===== src/jpps_pkg.sv =====
// ----------------------------------------------------------------------------
// jpps_pkg
// Shared types and constants for the JSON pretty-print token stream.
// ----------------------------------------------------------------------------
package jpps_pkg;

	localparam int MAX_DEPTH = 31;
	localparam int LEVEL_W   = 6;
	localparam int TOK_MAX   = 4;

	localparam logic signed [LEVEL_W-1:0] LEVEL_MAX = LEVEL_W'(MAX_DEPTH);
	localparam logic signed [LEVEL_W-1:0] LEVEL_MIN = -LEVEL_W'(MAX_DEPTH);

	localparam logic [3:0] INDENT_RESET = 4'd4;

	// Characters that steer the formatting.
	localparam logic [7:0] CH_LBRACK = 8'h5B;
	localparam logic [7:0] CH_RBRACK = 8'h5D;
	localparam logic [7:0] CH_LBRACE = 8'h7B;
	localparam logic [7:0] CH_RBRACE = 8'h7D;
	localparam logic [7:0] CH_QUOTE  = 8'h22;
	localparam logic [7:0] CH_COMMA  = 8'h2C;
	localparam logic [7:0] CH_COLON  = 8'h3A;

	localparam logic KIND_CHAR    = 1'b0;
	localparam logic KIND_NEWLINE = 1'b1;

	localparam logic [2:0] CLS_PLAIN  = 3'd0;
	localparam logic [2:0] CLS_SQUARE = 3'd1;
	localparam logic [2:0] CLS_CURLY  = 3'd2;
	localparam logic [2:0] CLS_QUOTE  = 3'd3;
	localparam logic [2:0] CLS_COMMA  = 3'd4;

	typedef struct packed {
		logic [7:0] text_byte;
		logic       doc_end;
	} text_item_t;

	typedef struct packed {
		logic       token_kind;
		logic [7:0] out_byte;
		logic [2:0] color_class;
		logic [8:0] indent_spaces;
		logic       run_last;
	} token_item_t;

	// One buffered token; the indentation is resolved when it is sent.
	typedef struct packed {
		logic       kind;
		logic [7:0] chr;
		logic [2:0] cls;
		logic [4:0] level;
	} tok_t;

	typedef struct packed {
		logic signed [LEVEL_W-1:0] level;
		logic                      in_str;
		logic [7:0]                prev;
		logic                      seen;
		logic                      ignored;
		logic                      owed;
	} parse_state_t;

	typedef struct packed {
		tok_t [TOK_MAX-1:0] toks;
		logic [2:0]         count;
		parse_state_t       nxt;
	} gen_result_t;

endpackage


===== src/jpps_tokgen.sv =====
// ----------------------------------------------------------------------------
// jpps_tokgen
// Turns one input byte and the parser state into up to four tokens and the
// next parser state.
// ----------------------------------------------------------------------------
module jpps_tokgen
	import jpps_pkg::*;
(
	input  parse_state_t cur,
	input  text_item_t   item,
	output gen_result_t  res
);

	function automatic logic [4:0] pos_level(input logic signed [LEVEL_W-1:0] l);
		return l[LEVEL_W-1] ? 5'd0 : l[4:0];
	endfunction

	function automatic logic signed [LEVEL_W-1:0] lvl_up(input logic signed [LEVEL_W-1:0] l);
		return (l < LEVEL_MAX) ? l + LEVEL_W'(1) : l;
	endfunction

	function automatic logic signed [LEVEL_W-1:0] lvl_dn(input logic signed [LEVEL_W-1:0] l);
		return (l > LEVEL_MIN) ? l - LEVEL_W'(1) : l;
	endfunction

	function automatic tok_t mk_char(input logic [7:0] c, input logic [2:0] cls);
		tok_t t;
		t.kind  = KIND_CHAR;
		t.chr   = c;
		t.cls   = cls;
		t.level = 5'd0;
		return t;
	endfunction

	function automatic tok_t mk_nl(input logic [2:0] cls, input logic signed [LEVEL_W-1:0] l);
		tok_t t;
		t.kind  = KIND_NEWLINE;
		t.chr   = 8'd0;
		t.cls   = cls;
		t.level = pos_level(l);
		return t;
	endfunction

	logic [7:0]         c;
	logic               is_open;
	logic               is_close;
	logic [2:0]         br_cls;
	logic [2:0]         owed_cls;
	parse_state_t       s;
	tok_t [TOK_MAX-1:0] t;
	logic [2:0]         n;

	assign c        = item.text_byte;
	assign is_open  = (c == CH_LBRACK) || (c == CH_LBRACE);
	assign is_close = (c == CH_RBRACK) || (c == CH_RBRACE);
	assign br_cls   = ((c == CH_LBRACK) || (c == CH_RBRACK)) ? CLS_SQUARE : CLS_CURLY;
	assign owed_cls = (cur.prev == CH_RBRACK) ? CLS_SQUARE : CLS_CURLY;

	always_comb begin
		s = cur;
		t = '0;
		n = 3'd0;
		if (!cur.seen) begin
			s.seen = 1'b1;
			s.prev = c;
			if (is_open) begin
				s.level = lvl_up(cur.level);
				t[n[1:0]] = mk_char(c, br_cls);   n = n + 3'd1;
				t[n[1:0]] = mk_nl(br_cls, s.level); n = n + 3'd1;
			end else if (is_close) begin
				s.level = lvl_dn(cur.level);
				t[n[1:0]] = mk_char(c, br_cls);   n = n + 3'd1;
				s.owed = 1'b1;
			end else begin
				s.ignored = 1'b1;
			end
		end else if (!cur.ignored) begin
			// A bracket's newline held from the previous byte; a comma swallows it.
			if (cur.owed) begin
				s.owed = 1'b0;
				if (c != CH_COMMA) begin
					t[n[1:0]] = mk_nl(owed_cls, cur.level); n = n + 3'd1;
				end
			end
			if (is_open) begin
				if (cur.prev == CH_COLON) begin
					t[n[1:0]] = mk_nl(br_cls, cur.level); n = n + 3'd1;
					s.level = lvl_up(cur.level);
				end else begin
					s.level = lvl_up(cur.level);
					t[n[1:0]] = mk_nl(br_cls, s.level); n = n + 3'd1;
				end
				t[n[1:0]] = mk_char(c, br_cls);   n = n + 3'd1;
				t[n[1:0]] = mk_nl(br_cls, s.level); n = n + 3'd1;
			end else if (is_close) begin
				s.level = lvl_dn(cur.level);
				t[n[1:0]] = mk_nl(br_cls, s.level); n = n + 3'd1;
				t[n[1:0]] = mk_char(c, br_cls);   n = n + 3'd1;
				s.owed = 1'b1;
			end else if (c == CH_QUOTE) begin
				s.in_str = !cur.in_str;
				t[n[1:0]] = mk_char(c, CLS_QUOTE); n = n + 3'd1;
			end else if ((c == CH_COMMA) && !cur.in_str) begin
				t[n[1:0]] = mk_char(c, CLS_COMMA);   n = n + 3'd1;
				t[n[1:0]] = mk_nl(CLS_COMMA, cur.level); n = n + 3'd1;
			end else begin
				t[n[1:0]] = mk_char(c, CLS_PLAIN); n = n + 3'd1;
			end
			s.prev = c;
		end
		// The last byte of a document pays its own owed newline at once.
		if (item.doc_end && !s.ignored && s.owed) begin
			s.owed = 1'b0;
			t[n[1:0]] = mk_nl(br_cls, s.level); n = n + 3'd1;
		end
		if (item.doc_end) begin
			s = '0;
		end
	end

	assign res.toks  = t;
	assign res.count = n;
	assign res.nxt   = s;

endmodule


===== src/json_pretty_print_stream_core.sv =====
// ----------------------------------------------------------------------------
// json_pretty_print_stream_core
// Compact JSON in, one byte per word; colored characters and newline marks
// with indentation counts out, one token per word.
// ----------------------------------------------------------------------------
//  channel | direction | handshake          | word
//  text    | in        | text_valid/stall   | text_item_t  (byte, doc_end)
//  tok     | out       | tok_valid/stall    | token_item_t (one token)
//  cfg     | in        | cfg_valid/ready    | 4-bit indent width
//
// A byte is parsed in the cycle it is accepted; its zero to four tokens go into
// a token buffer and leave through the output register at one token per cycle
// while the output is not stalled; the next byte is taken as the last token
// moves out, or while the buffer is empty if the last byte gave none.
// Reset clears the parser state and sets the indent width to 4.
// Downstream stalls hold the output register and, while tokens of the last byte
// remain in the buffer, stall the text channel.
module json_pretty_print_stream_core
	import jpps_pkg::*;
(
	input  logic        clk,
	input  logic        arst_n,
	input  logic        text_valid,
	output logic        text_stall,
	input  text_item_t  text_word,
	output logic        tok_valid,
	input  logic        tok_stall,
	output token_item_t tok_word,
	input  logic        cfg_valid,
	output logic        cfg_ready,
	input  logic [3:0]  cfg_data
);

	parse_state_t       st_q;
	logic [3:0]         iw_q;
	gen_result_t        gen;
	tok_t [TOK_MAX-1:0] tok_s1;
	logic [2:0]         rem_s1;
	logic [1:0]         idx_s1;
	logic               tok_valid_q;
	token_item_t        tok_q;
	logic               out_load;
	logic               move;
	logic               take;
	tok_t               head;

	jpps_tokgen u_tokgen (
		.cur  (st_q),
		.item (text_word),
		.res  (gen)
	);

	assign cfg_ready  = 1'b1;
	assign out_load   = !tok_valid_q || !tok_stall;
	assign move       = out_load && (rem_s1 != 3'd0);
	assign text_stall = !((rem_s1 == 3'd0) || ((rem_s1 == 3'd1) && move));
	assign take       = text_valid && !text_stall;
	assign head       = tok_s1[idx_s1];

	always_ff @(posedge clk or negedge arst_n) begin
		if (!arst_n) begin
			st_q <= '0;
			iw_q <= INDENT_RESET;
		end else begin
			if (take) begin
				st_q <= gen.nxt;
			end
			if (cfg_valid) begin
				iw_q <= cfg_data;
			end
		end
	end

	always_ff @(posedge clk or negedge arst_n) begin
		if (!arst_n) begin
			rem_s1 <= 3'd0;
			idx_s1 <= 2'd0;
		end else if (take) begin
			rem_s1 <= gen.count;
			idx_s1 <= 2'd0;
		end else if (move) begin
			rem_s1 <= rem_s1 - 3'd1;
			idx_s1 <= idx_s1 + 2'd1;
		end
	end

	always_ff @(posedge clk) begin
		if (take) begin
			tok_s1 <= gen.toks;
		end
	end

	always_ff @(posedge clk or negedge arst_n) begin
		if (!arst_n) begin
			tok_valid_q <= 1'b0;
		end else if (out_load) begin
			tok_valid_q <= (rem_s1 != 3'd0);
		end
	end

	always_ff @(posedge clk) begin
		if (move) begin
			tok_q.token_kind    <= head.kind;
			tok_q.out_byte      <= head.chr;
			tok_q.color_class   <= head.cls;
			tok_q.indent_spaces <= 9'({4'd0, head.level} * {5'd0, iw_q});
			tok_q.run_last      <= (rem_s1 == 3'd1);
		end
	end

	assign tok_valid = tok_valid_q;
	assign tok_word  = tok_q;

	a_rem_bound: assert property (@(posedge clk) disable iff (!arst_n)
		rem_s1 <= 3'(TOK_MAX))
		else $error("token buffer count out of range");

	a_take_empty: assert property (@(posedge clk) disable iff (!arst_n)
		take |-> ((rem_s1 == 3'd0) || ((rem_s1 == 3'd1) && move)))
		else $error("byte taken while tokens of the previous byte remain");

	a_nl_fields: assert property (@(posedge clk) disable iff (!arst_n)
		(tok_valid && (tok_word.token_kind == KIND_NEWLINE)) |-> (tok_word.out_byte == 8'd0))
		else $error("newline mark carries a character");

	a_char_fields: assert property (@(posedge clk) disable iff (!arst_n)
		(tok_valid && (tok_word.token_kind == KIND_CHAR)) |-> (tok_word.indent_spaces == 9'd0))
		else $error("character token carries indentation");

	a_doc_clear: assert property (@(posedge clk) disable iff (!arst_n)
		(take && text_word.doc_end) |=> (!st_q.seen && !st_q.owed && (st_q.level == '0)))
		else $error("parser state not cleared after end of document");

endmodule

===== config.mk =====
export PLATFORM = sky130hd
export DESIGN_NAME = json_pretty_print_stream_core
export DESIGN_NICKNAME = d
export VERILOG_FILES = /design/src/jpps_pkg.sv /design/src/jpps_tokgen.sv /design/src/json_pretty_print_stream_core.sv
export SDC_FILE = /design/constraint.sdc
export NUM_CORES = 1
export LEC_CHECK = 0
export BUFFER_PORTS_ARGS = -buffer_cell sky130_fd_sc_hd__clkbuf_2
export CAP_MARGIN = 30
export CORE_MARGIN = 2
export CORE_UTILIZATION = 58
export DETAILED_ROUTE_END_ITERATION = 8
export PLACE_DENSITY = 0.77
export SLEW_MARGIN = 20
export SYNTH_ARGS = -nofsm -noshare
export SYNTH_HDL_FRONTEND = slang
export SYNTH_SLANG_ARGS = --single-unit

===== constraint.sdc =====
create_clock -name clk -period 7.3 [get_ports clk]
set_input_delay 2.19 -clock clk [delete_from_list [all_inputs] [get_ports clk]]
set_output_delay 2.19 -clock clk [all_outputs]
set_load 0.01 [all_outputs]

After elaboration in Yosys (flattened, before gate mapping)
Cells that the tools add are included.
{"block": "classes", "multipliers": 1, "reduce_logical": 28, "n_lt_le_gt_ge": 13, "muxes": 94, "n_addsub": 9, "n_eq_ne": 14}
{"operator": "$bwmux 68", "n": 11}
{"operator": "$mux 68", "n": 10}
{"operator": "$mux 17", "n": 12}
{"operator": "$demux 17 s2", "n": 5}
{"operator": "$mux 34", "n": 2}
{"operator": "$mux 6", "n": 9}
{"operator": "$mux 3", "n": 16}
{"operator": "$eq 8x7->1 const B", "n": 5}
{"operator": "$bmux 17 s2", "n": 1}
{"operator": "$mux 5", "n": 5}
{"operator": "$eq 8x6->1 const B", "n": 3}
{"operator": "$lt 2x3->1 const B", "n": 6}
{"operator": "$mux 18", "n": 1}
{"operator": "$mux 16", "n": 1}
{"operator": "$add 3x1->3 const B", "n": 5}
{"operator": "$mux 15", "n": 1}
{"operator": "$mux 1", "n": 14}
{"operator": "$logic_and 1x1->1", "n": 11}
{"operator": "$ge 2x1->1 const B", "n": 5}
{"operator": "$mux 2", "n": 5}
{"operator": "$mul 5x4->9", "n": 1}
{"operator": "$mux 8", "n": 1}
{"operator": "$ne 8x6->1 const B", "n": 1}
{"operator": "$add 6x2->6 const B", "n": 1}
{"operator": "other kinds (15)", "n": 27}
{"block": "totals", "out_inout_bits": 25, "inputBits": 18, "wordCells": 190, "regBits": 118}

Depth between registers and ports, before layout
Gate-level depths: netlist of the first run.
{"block": "logic_depth", "ltp_word": 21, "mapped_depth": 17, "ltp_nobuf": 15}

Cells and area by module
Synthesis of the first run repeated with hierarchy kept, for this count alone.
{"block": "unflattened", "cells_unflattened": 666, "area_unflattened_um2": 7307.0}
{"mod": "json_pretty_print_stream_core", "cells_per_inst": 278, "seq_area_each_um2": 3404.5, "area_per_inst_um2": 5028.6, "n_inst": 1}
{"mod": "jpps_tokgen", "cells_per_inst": 388, "seq_area_each_um2": 0.0, "area_per_inst_um2": 2278.4, "n_inst": 1}

Worst setup path before layout of the first run
Ideal clock, no wire load.
{"block": "synth_timing", "path_kind": "input to register", "start": "input port text_word[6] (netlist name)", "end": "register tok_s1[13] (netlist name), data pin", "slack_ns": 2.116, "arrival_ns": 4.929, "required_time_ns": 7.046, "path_stages": 14, "setup_ns": 0.254, "n_path_buf": 1, "cell_sequence": "buf_4 -> or4b_4 -> nor3_2 -> ha_1 -> a311o_1 -> nand3_1 -> a311o_1 -> nand2_1 -> inv_1 -> ha_1 -> nand2_1 -> nor3_1 -> nor3_1 -> o21a_1"}
{"item": "from (decl)", "line_no": "json_pretty_print_stream_core.sv:25", "rtl": "input text_item_t text_word,"}
{"item": "to (signal assigned)", "line_no": "json_pretty_print_stream_core.sv:89", "rtl": "tok_s1 <= gen.toks;"}
{"item": "to (decl)", "line_no": "json_pretty_print_stream_core.sv:37", "rtl": "tok_t [TOK_MAX-1:0] tok_s1;"}

==> qor.csv, run 1 <==
metric,value,unit
final setup violating endpoints,0,
Synth Register Bits,109,
post-synthesis instance area,6750,um^2
vias in the first global route,5187,
"Seq/Total Area, Yosys",46.5,%
Post-Synth Simple-Gate Area,17.7,%
Die ar.,12500,um^2
endpoint type of the worst setup path,flop,
clk_skew,0.00854,ns
remaining global-route overflow,0,
Yosys Warn Count,0,
static leakage,0.00285,uW
CP startpoint kind,input port,
Final min period,5.67,ns
first-pass GRT wire length,27800,um
Final nets,729,
multiplexer share of the synthesized area,5.29,%
RSZ-0062 raised after global routing,false,
Clock transition at path regs,0.08,ns
CTS Root Cell,clkbuf_16,
total CTS buffers,9,
Slew headroom,37.9,%
Hold Crit Depth,2,
DRT iter0 DRCs,550,
vias per cell,6.61,
initial core utilization,59.3,%
XOR/XNOR Fraction of Synth Area,1.82,%
Synth Area in Compound Gates,17.9,%
Critical Path AT,5.89,ns
CTS tree,yes,
max-cap violation count,0,
area delta synth->final,8.44,%
vias post-DR,5466,
Die Ht,112,um
initial antenna violation count,0,
total number of H-tree levels,3,
post-DP HPWL,12300,um
async set or reset register ratio after synthesis,25.7,%
WL final,17100,um
post-CTS resize count,0,
syn avg cell area,10.2,um^2
layout cells sized above 1,13.5,%
"Clk Latency, worst-skew pair",0.35,ns
"critical path fanouts, max",12,
Fin Hold WS,0.540,ns
Max Clock Freq,0.176,GHz
Ports,43,
port bufs,41,
Max IR drop VDD,308,uV
synthesized instance count,662,
standard-cell rows,39,
reg2reg path depth,12,
adder-cell share of the synthesized area,6.60,%
Worst-Margin Slew,0.924,ns
period utilization,77.7,%
"Primary FF master, synth",edfxtp_1,
gpl congestion,0.942,
drt pass-1 iters,5,
GRT Util Overall,28.1,%
ANT cells,0,
Pwr Density,374,nW/um^2
Worst Hold Class,flop to flop,
status,"finished, final reports clean",
CP required,7.52,ns
Antenna Nets Post-Route,0,
fin. max-slew vios,0,
number of flops mapped to enable cells by yosys,81,
DR DRC count,0,
Post-CTS Hold Buffers,0,
postcts setup bufs,0,
syn nets,712,
Clock Path Buffers,2,
Die X,112,um
Setup TNS Final,0,ns
CP Class,input port to flop,
WL/cell,20.7,um
clock sink total,109,
library cells used by synthesis,75,
Fin. Hold Viols,0,
largest family of logic cells by synthesized area,compound AO/OA/AOI/OAI gates,
core footprint,11400,um^2
largest net degree at the start of global routing,45,
Yosys cell counts, types with 7 or more instances:
master    number  area [um^2]
nor3_1        13         65.1
xnor2_1       10         87.6
a22oi_1       14          105
o22ai_1       16          100
nand2_1       56          210
ha_1          26          325
mux2i_1       12          120
nor2_1        39          146
buf_2          8         40.0
clkbuf_1      27          101
and2_1        28          175
edfxtp_1      81         2430
o21a_1         7         52.6
o21ai_0       49          245
and3_1        10         62.6
dfrtp_1       27          676
a21oi_1       40          200
inv_1         27          101
mux4_2         8          180
nand3_1       15         75.1
nand2b_1       7         43.8
nor2b_1       12         75.1
layer usage:
metal / wire (um) / vias to the layer above / GRT usage (%)
li1: - / 2494 / -
met1: 7470 / 2695 / 40.1
met2: 8100 / 239 / 44.1
met3: 1120 / 38 / 4.41
met4: 452 / 0 / 10.4
met5: 0 / - / 0
placed cells by master (no fill, tap or decap), types with 7 or more instances in the layout:
| master | netlist | routed |
|---|---|---|
| a22oi_1 | 14 | 14 |
| o22ai_1 | 16 | 16 |
| nor2b_1 | 12 | 12 |
| xnor2_1 | 10 | 10 |
| mux2i_1 | 12 | 12 |
| nor3_1 | 13 | 13 |
| clkbuf_2 | 0 | 41 |
| inv_1 | 27 | 26 |
| mux4_2 | 8 | 8 |
| ha_1 | 26 | 26 |
| edfxtp_1 | 81 | 81 |
| nand2b_1 | 7 | 7 |
| clkbuf_16 | 0 | 9 |
| nand2_1 | 56 | 56 |
| and2_1 | 28 | 28 |
| a21oi_1 | 40 | 39 |
| o21ai_0 | 49 | 49 |
| nor2_1 | 39 | 39 |
| dfrtp_1 | 27 | 27 |
| nand3_1 | 15 | 15 |
| and3_1 | 10 | 10 |
| o21a_1 | 7 | 7 |
worst paths after layout:
check	slack [ns]	startpoint	end
max	1.63	text_word[6]	tok_s1[26]
max reg2reg	3.12	idx_s1[0]	tok_word[9]
min reg2reg	0.54	tok_s1[31]	tok_word[19]
min	0.54	tok_s1[31]	tok_word[19]
min in group asynchronous	1.94	arst_n	st_q[5]
max in group asynchronous	4.82	arst_n	iw_q[0]
cell families (layout without fill, tap and decap cells):
logic type,Yosys count,after routing
AO/OA/AOI/OAI,188,188
AND/OR/NAND/NOR,222,222
multiplexers,25,25
buffers and inverters,70,92
other,2,2
flip-flops,109,109
adder cells (fa/ha/maj),32,32
XOR/XNOR,14,14
final cells by class:
type	instances	area (um^2)
Clock buffer	10	229
Clock inverter	6	82.6
Fill cell	876	4060
Inverter	30	113
Multi-Input combinational cell	483	3330
Sequential cell	109	3130
Tap cell	143	179
Timing Repair Buffer	46	243
worst max-delay path, stage by stage:
cell	delay [ns]
clkbuf_2	0.24
or4b_4	0.52
nor3_2	0.57
ha_1	0.38
a311o_1	0.30
nand3_1	0.08
a311o_1	0.16
nand2_1	0.11
ha_1	0.22
and2_1	0.28
nor3_1	0.62
and2_1	0.23
sequential cells by signal (all words and copies together) (netlist names):
register	cells
idx_s1	2
st_q	18
rem_s1	3
tok_valid	1
iw_q	4
tok_word	22
tok_s1	59
metrics by stage:
step | cell area, um^2 | setup WS (ns) | cells | power (uW) | util, %
after floorplan | 6750 | 2.12 | 662 | 1900 | -
after global placement | 7000 | 1.51 | 811 | 2170 | 61.6
after detailed placement | 7000 | 1.37 | 811 | 2230 | 61.6
after CTS | 7310 | 1.69 | 827 | 2740 | 64.3
after global routing | 7310 | 1.46 | 827 | 2930 | 64.3
final | 7310 | 1.63 | 827 | 2740 | 64.3
report_power, final:
group / switching [uW] / leakage, uW / internal (uW)
registers: 151 / 0.00112 / 907
logic: 697 / 0.00158 / 472
clock network: 236 / 0.000148 / 274
total: 1080 / 0.00285 / 1650
No activity file was read; power rests on OpenSTA's default activity.
==> run 2: changes to the inputs <==
Settings changed: CORE_UTILIZATION 58 to 56.
Clock period 7.3 ns to 4.72 ns, I/O delays scaled along.
==> run 2 against run 1 <==
Against the previous run:
- utilization decreased by 1.9 points
- clock power increased by 43%
- via count about the same
- flip-flop and latch count unchanged
- clock-buffer cell count unchanged
- final cell count increased by 2.5%
- routed wire length increased by 1.4%
- global-route usage decreased by 0.33 points
- power increased by 53%
- design area increased by 1.3%
- non-clock buffer count increased by 17
- clock skew decreased by 0.00089 ns
==> qor.csv, run 2 (synthesis results as in run 1) <==
metric,value,unit,change
Critical Path AT,4.29,ns,-1.60 ns
static leakage,0.00292,uW,+2.6%
ANT cells,0,,unchanged
Clock Path Buffers,2,,unchanged
CTS Root Cell,clkbuf_16,,
Max IR drop VDD,306,uV,-0.81%
first-pass GRT wire length,27800,um,+0.20%
WL/cell,20.5,um,-1.1%
clk_skew,0.00765,ns,-0.000887 ns
Antenna Nets Post-Route,0,,unchanged
CTS tree,yes,,
status,"finished, final reports clean",,
Die X,114,um,+1.7%
GRT Util Overall,27.8,%,-0.33 points
"Clk Latency, worst-skew pair",0.36,ns,about the same
most frequent cells in the layout,"edfxtp_1, nand2_1, o21ai_0",,
initial core utilization,56.9,%,-2.5 points
CP Cell Sequence,clkbuf_2 -> or4b_4 -> nor3_2 -> ha_1 -> a311o_1 -> nand3_1 -> a311o_1 -> nand2_1 -> inv_1 -> ha_1 -> nand2_1 -> or3_1 -> nand2_1 -> o32ai_1,,
r2r endpoint,tok_word[9],,
reg2reg path depth,12,,unchanged
fin. max-slew vios,0,,unchanged
drt pass-1 iters,5,,unchanged
remaining global-route overflow,0,,unchanged
area delta synth->final,9.87,%,
post-DP HPWL,12600,um,+2.1%
CP Class,input port to flop,,
WL final,17400,um,+1.4%
Slowest Stage Delay on Critical Path,0.57,ns,-0.05 ns
CP required,4.79,ns,-2.73 ns
Die ar.,12900,um^2,+3.4%
core footprint,11900,um^2,+4.3%
Final nets,746,,+2.3%
CP dominant cell by count,nand2_1,,
DR DRC count,0,,unchanged
Min-Delay Endpoint,st_q[6],,
internal power,2510,uW,+52%
Hold Crit Depth,2,,unchanged
Fin Hold WS,0.534,ns,-0.00570 ns
vias post-DR,5469,,+0.055%
combinational fraction of design power,43.7,%,+1.0 points
"commonest non-fill, non-tap cell in the layout",edfxtp_1,,
total CTS buffers,9,,unchanged
DRT iter0 DRCs,451,,-18%
CP startpoint kind,input port,,
vias per cell,6.45,,-2.4%
RSZ-0062 raised after global routing,false,,
Fin. Hold Viols,0,,unchanged
CP max-delay cell,or4b_4,,
number of flip-flops in the largest register,59,,unchanged
reg2reg start,idx_s1[0],,
endpoint type of the worst setup path,flop,,
Largest Register,tok_s1,,
Pwr Density,564,nW/um^2,+51%
max-cap violation count,0,,unchanged
sw frac,40.0,%,+0.41 points
Setup TNS Final,0,ns,unchanged
layout cells sized above 1,15.4,%,+2.0 points
Slew headroom,43.8,%,+5.9 points
Worst Hold Class,flop to flop,,
Clock transition at path regs,0.08,ns,about the same
Placed Instances,832,,+2.6%
Final min period,4.22,ns,
Clk pwr share,17.4,%,-1.2 points
clock sink total,109,,unchanged
Post-CTS Hold Buffers,0,,unchanged
sequential share of power,38.9,%,+0.3 points
Post-Layout Cell Count,848,,+2.5%
Ports,43,,unchanged
standard-cell rows,40,,+2.6%
flop-to-flop setup slack,0.91,ns,-2.21 ns
Worst-Margin Slew,0.842,ns,-0.0818 ns
initial antenna violation count,0,,unchanged
Psw,1670,uW,+54%
final setup violating endpoints,0,,unchanged
Max Clock Freq,0.237,GHz,
post-CTS resize count,0,,unchanged
Die Ht,114,um,+1.7%
vias in the first global route,5282,,+1.8%
total number of H-tree levels,3,,unchanged
largest net degree at the start of global routing,42,,-6.7%
"critical path fanouts, max",6,,-6
gpl congestion,0.944,,+0.18%
postcts setup bufs,0,,unchanged
worst hold start,st_q[6],,
period utilization,89.5,%,
port bufs,41,,unchanged
==> run 2: cell types whose count changed in the layout (fill, tap and decap cells not counted) <==
| cell | delta |
|---|---|
| clkinv_8 | -1 |
| clkinvlp_4 | -1 |
| clkinv_2 | +1 |
| clkinv_4 | +1 |
| clkinv_1 | +1 |
| buf_4 | +17 |
| bufinv_16 | -1 |
==> run 2: how the worst max path moves through the flow <==
stage,from,to,cells past startpoint
after global placement,text_word[1],tok_s1[4],14
final,text_word[1],tok_s1[4],14
after detailed placement,text_word[1],tok_s1[4],14
after CTS,text_word[1],tok_s1[4],14
after global routing,text_word[1],tok_s1[4],14
after floorplan,text_word[6],tok_s1[13],14
==> run 2: power groups by stage <==
stage | Sequential (uW) | Combinational, uW | Clock (uW)
after floorplan | 1580 | 1360 | 0
after global placement | 1630 | 1750 | 0
after detailed placement | 1640 | 1800 | 0
after CTS | 1620 | 1820 | 738
after global routing | 1660 | 2030 | 772
final | 1630 | 1830 | 727
==> run 2: final cells by class <==
cell class | instances | area, um^2
sequential | 109 | 3130
clock inverter | 6 | 46.3
clock buffer | 10 | 229
fill | 967 | 4450
timing repair buffer | 63 | 370
tap | 147 | 184
multi-input combinational | 483 | 3330
inverter | 30 | 113
==> run 2: routing by layer <==
layer | track usage [%] | vias up | part of all wire [%]
met3 | 3.77 | 52 | 6.4
li1 | - | 2526 | -
met5 | 0 | - | 0
met4 | 14.0 | 0 | 3.3
met2 | 43.0 | 241 | 46
met1 | 38.9 | 2650 | 44
==> run 2: worst max-delay path, delay by kind of cell <==
family / cells / cell delay, ns
adders and majority gates: 2 / 0.43
and+or+nand+nor: 7 / 1.63
AOI/OAI and AO/OA: 3 / 0.58
buffers and inverters: 2 / 0.23
==> run 2: through the flow <==
step | area (um^2) | total power [uW] | setup slack (ns) | util [%]
2_1_floorplan | 6750 | 2940 | 0.310 | -
3_3_place_gp | 7140 | 3390 | 0.291 | 60.2
3_5_place_dp | 7140 | 3450 | 0.184 | 60.2
4_1_cts | 7410 | 4180 | 0.536 | 62.5
5_1_grt | 7410 | 4460 | 0.329 | 62.5
6_report | 7410 | 4180 | 0.497 | 62.5
==> run 3: changes to the inputs <==
Settings changed: ABC_AREA set to 1.
==> run 3 against run 2 <==
Against the previous run:
- final cell count is 27% higher
- worst setup slack better by 0.40 ns
- via count is 7.8% higher
- first-iteration DRC count is 42% higher
- combinational power is 16% higher
- clock skew is 0.0049 ns higher
- design area is 2.4% higher
- clock power hardly changed
- sequential power is 6% lower
- critical path depth is 2 higher
- flip-flop and latch count stayed put
- critical endpoint is now tok_s1[2]
- largest cell class unchanged
==> qor.csv, run 3 <==
metric,value,unit,change
status,"finished, final reports clean",,
final setup violating endpoints,0,,unchanged
post-DP HPWL,12400,um,-1.1%
reg2reg start,idx_s1[0],,
drt pass-1 iters,6,,+1
largest net degree at the start of global routing,45,,+7.1%
most frequent cells in the layout,"nand2_1, nor2_1, inv_1",,
core footprint,12100,um^2,+2.1%
Final min period,3.82,ns,-0.400 ns
ANT cells,0,,unchanged
fin. max-slew vios,0,,unchanged
Die Ht,116,um,+1.7%
synth top area cells,"edfxtp_1, nand2_1, dfrtp_1, nand3_1, nor2_1",,
GRT Util Overall,26.8,%,-1.0 points
cell taking the most area after synthesis,edfxtp_1,,
standard-cell rows,40,,unchanged
Ports,43,,unchanged
number of flip-flops in the largest register,59,,unchanged
vias post-DR,5896,,+7.8%
Fin Hold WS,0.521,ns,-0.0132 ns
library cells used by synthesis,43,,-43%
Antenna Nets Post-Route,0,,unchanged
initial antenna violation count,0,,unchanged
CP dominant cell by count,nand2_1,,
initial core utilization,57.7,%,+0.83 points
worst hold start,tok_valid,,
Clock transition at path regs,0.07,ns,about the same
Fin. Hold Viols,0,,unchanged
r2r endpoint,tok_word[9],,
vias per cell,5.46,,-15%
Hold Crit Depth,2,,unchanged
WL/cell,15.4,um,-25%
"critical path fanouts, max",19,,+13
layout cells sized above 1,11.6,%,-3.8 points
remaining global-route overflow,0,,unchanged
most common cell in the synthesized netlist,nand2_1,,
CP max-delay cell,nand2_2,,
Critical Path AT,3.93,ns,-0.36 ns
"Seq/Total Area, Yosys",44.9,%,-1.6 points
gpl congestion,0.976,,+3.4%
Largest Register,tok_s1,,
post-synthesis instance area,6990,um^2,+3.6%
Max Clock Freq,0.262,GHz,+10%
CP Class,input port to flop,,
Synth Register Bits,109,,unchanged
postcts setup bufs,0,,unchanged
clk_skew,0.0126,ns,+0.00493 ns
number of flops mapped to enable cells by yosys,81,,unchanged
Slew headroom,47.4,%,+3.5 points
Die ar.,13400,um^2,+3.5%
Final nets,957,,+28%
# fillers,1063,,+9.9%
CTS tree,yes,,
total number of H-tree levels,3,,unchanged
first-pass GRT wire length,27400,um,-1.4%
flop-to-flop setup slack,1.10,ns,+0.19 ns
RSZ-0062 raised after global routing,false,,
Register Area,3130,um^2,unchanged
post-CTS resize count,0,,unchanged
DRT iter0 DRCs,641,,+42%
"Clk Latency, worst-skew pair",0.36,ns,about the same
Synth top area share,34.8,%,-1.3 points
async set or reset register ratio after synthesis,25.7,%,unchanged
Pwr Density,579,nW/um^2,+2.6%
clock sink total,109,,unchanged
Worst-Margin Slew,0.789,ns,-0.0532 ns
WL final,16700,um,-4.1%
area delta synth->final,8.58,%,
top post-synthesis cells by count,"nand2_1, nor2_1, inv_1, nand3_1, edfxtp_1",,
synthesized instance count,875,,+32%
max-cap violation count,0,,unchanged
area of the multi-input gates,3260,um^2,-2.3%
"Primary FF master, synth",edfxtp_1,,
CP Cell Sequence,clkbuf_2 -> inv_1 -> nand2_1 -> nor2_1 -> nand2_1 -> nand2_2 -> inv_2 -> o21ai_1 -> nand2_1 -> nand2_1 -> inv_1 -> ha_1 -> nand3_2 -> clkinv_1 -> nand3_1 -> o21ai_1,,
Critical path buffers and inverters,5,,+3
port bufs,41,,unchanged
CTS Root Cell,clkbuf_16,,
Worst Hold Class,flop to flop,,
Slowest Stage Delay on Critical Path,0.31,ns,-0.26 ns
Top delay family on crit path,simple AND/OR/NAND/NOR gates,,
Yosys Warn Count,0,,unchanged
CP required,4.82,ns,+0.03 ns
vias in the first global route,5396,,+2.2%
Clock Path Buffers,2,,unchanged
CP startpoint kind,input port,,
syn avg cell area,7.99,um^2,-22%
static leakage,0.00342,uW,+17%
Max IR drop VDD,294,uV,-3.8%
syn nets,925,,+30%
Min-Delay Endpoint,tok_valid,,
total CTS buffers,9,,unchanged
Setup TNS Final,0,ns,unchanged
reg2reg path depth,13,,+1
DR DRC count,0,,unchanged
period utilization,81.0,%,-8.5 points
Post-CTS Hold Buffers,0,,unchanged
endpoint type of the worst setup path,flop,,
"commonest non-fill, non-tap cell in the layout",nand2_1,,
Die X,116,um,+1.7%
[run 3: cell families (layout without fill, tap and decap cells)]
| group | after synthesis | count (layout) | share of synthesized area, % |
|---|---|---|---|
| adder cells (fa/ha/maj) | 32 | 32 | 6.37 |
| flip-flops | 109 | 109 | 44.9 |
| XOR/XNOR | 7 | 7 | 0.877 |
| AO/OA/AOI/OAI | 138 | 138 | 11.2 |
| AND/OR/NAND/NOR | 448 | 448 | 28.1 |
| other | 2 | 2 | 0.107 |
| buffers and inverters | 139 | 176 | 8.52 |
[run 3: worst max path at each step]
stage                       startpoint         to  slack [ns]  depth (start not counted)
final                     text_word[5]  tok_s1[2]        0.90                         16
after global routing      text_word[5]  tok_s1[2]        0.59                         16
after CTS                 text_word[5]  tok_s1[2]        0.93                         16
after detailed placement  text_word[5]  tok_s1[2]        0.55                         16
after global placement    text_word[5]  tok_s1[2]        0.63                         16
after floorplan           text_word[5]  tok_s1[5]        1.06                         18
[run 3: power breakdown]
group	leakage (uW)	internal [uW]	switching [uW]	total (uW)
Clock	0.000138	368	362	730
Combinational	0.00216	662	1460	2120
Sequential	0.00113	1400	140	1540
Total	0.00342	2430	1960	4390
[run 3: metal layers]
metal	share of wire (%)	wire length, um	up-vias	GRT usage (%)
met5	0	0	-	0
met4	1.3	212	0	6.83
met3	7.2	1200	21	5.54
met2	46	7630	222	40.9
met1	46	7620	2692	39.3
li1	-	-	2961	-
[run 3: cell type report]
type	instances	share of cell area, %
clock buffers	10	3.02
inverters	110	5.47
repair buffers	50	3.76
clock inverters	6	0.726
well taps	168	2.77
flip-flops and latches	109	41.3
multi-input cells	627	42.9
[run 3: worst register-to-register path, cell delays in order (launching register included)]
cell      delay, ns
dfrtp_1        0.39
clkinv_1       0.15
buf_4          0.32
nand2_1        0.10
nand3_1        0.10
nand3_1        0.12
fa_1           0.52
fa_1           0.54
fa_1           0.48
o21ai_0        0.30
a21oi_1        0.11
nor2_1         0.10
nor2_1         0.05
xnor2_1        0.11
[run 3: per-stage QoR]
step	cell area [um^2]	setup slack [ns]	utilization, %	cells	total power, uW
floorplan	6990	1.06	-	875	3080
CTS	7590	0.926	62.6	1080	4380
finish	7590	0.897	62.6	1080	4390
global route	7590	0.591	62.6	1080	4770
global placement	7300	0.627	60.3	1064	3610
detailed placement	7300	0.549	60.3	1064	3640
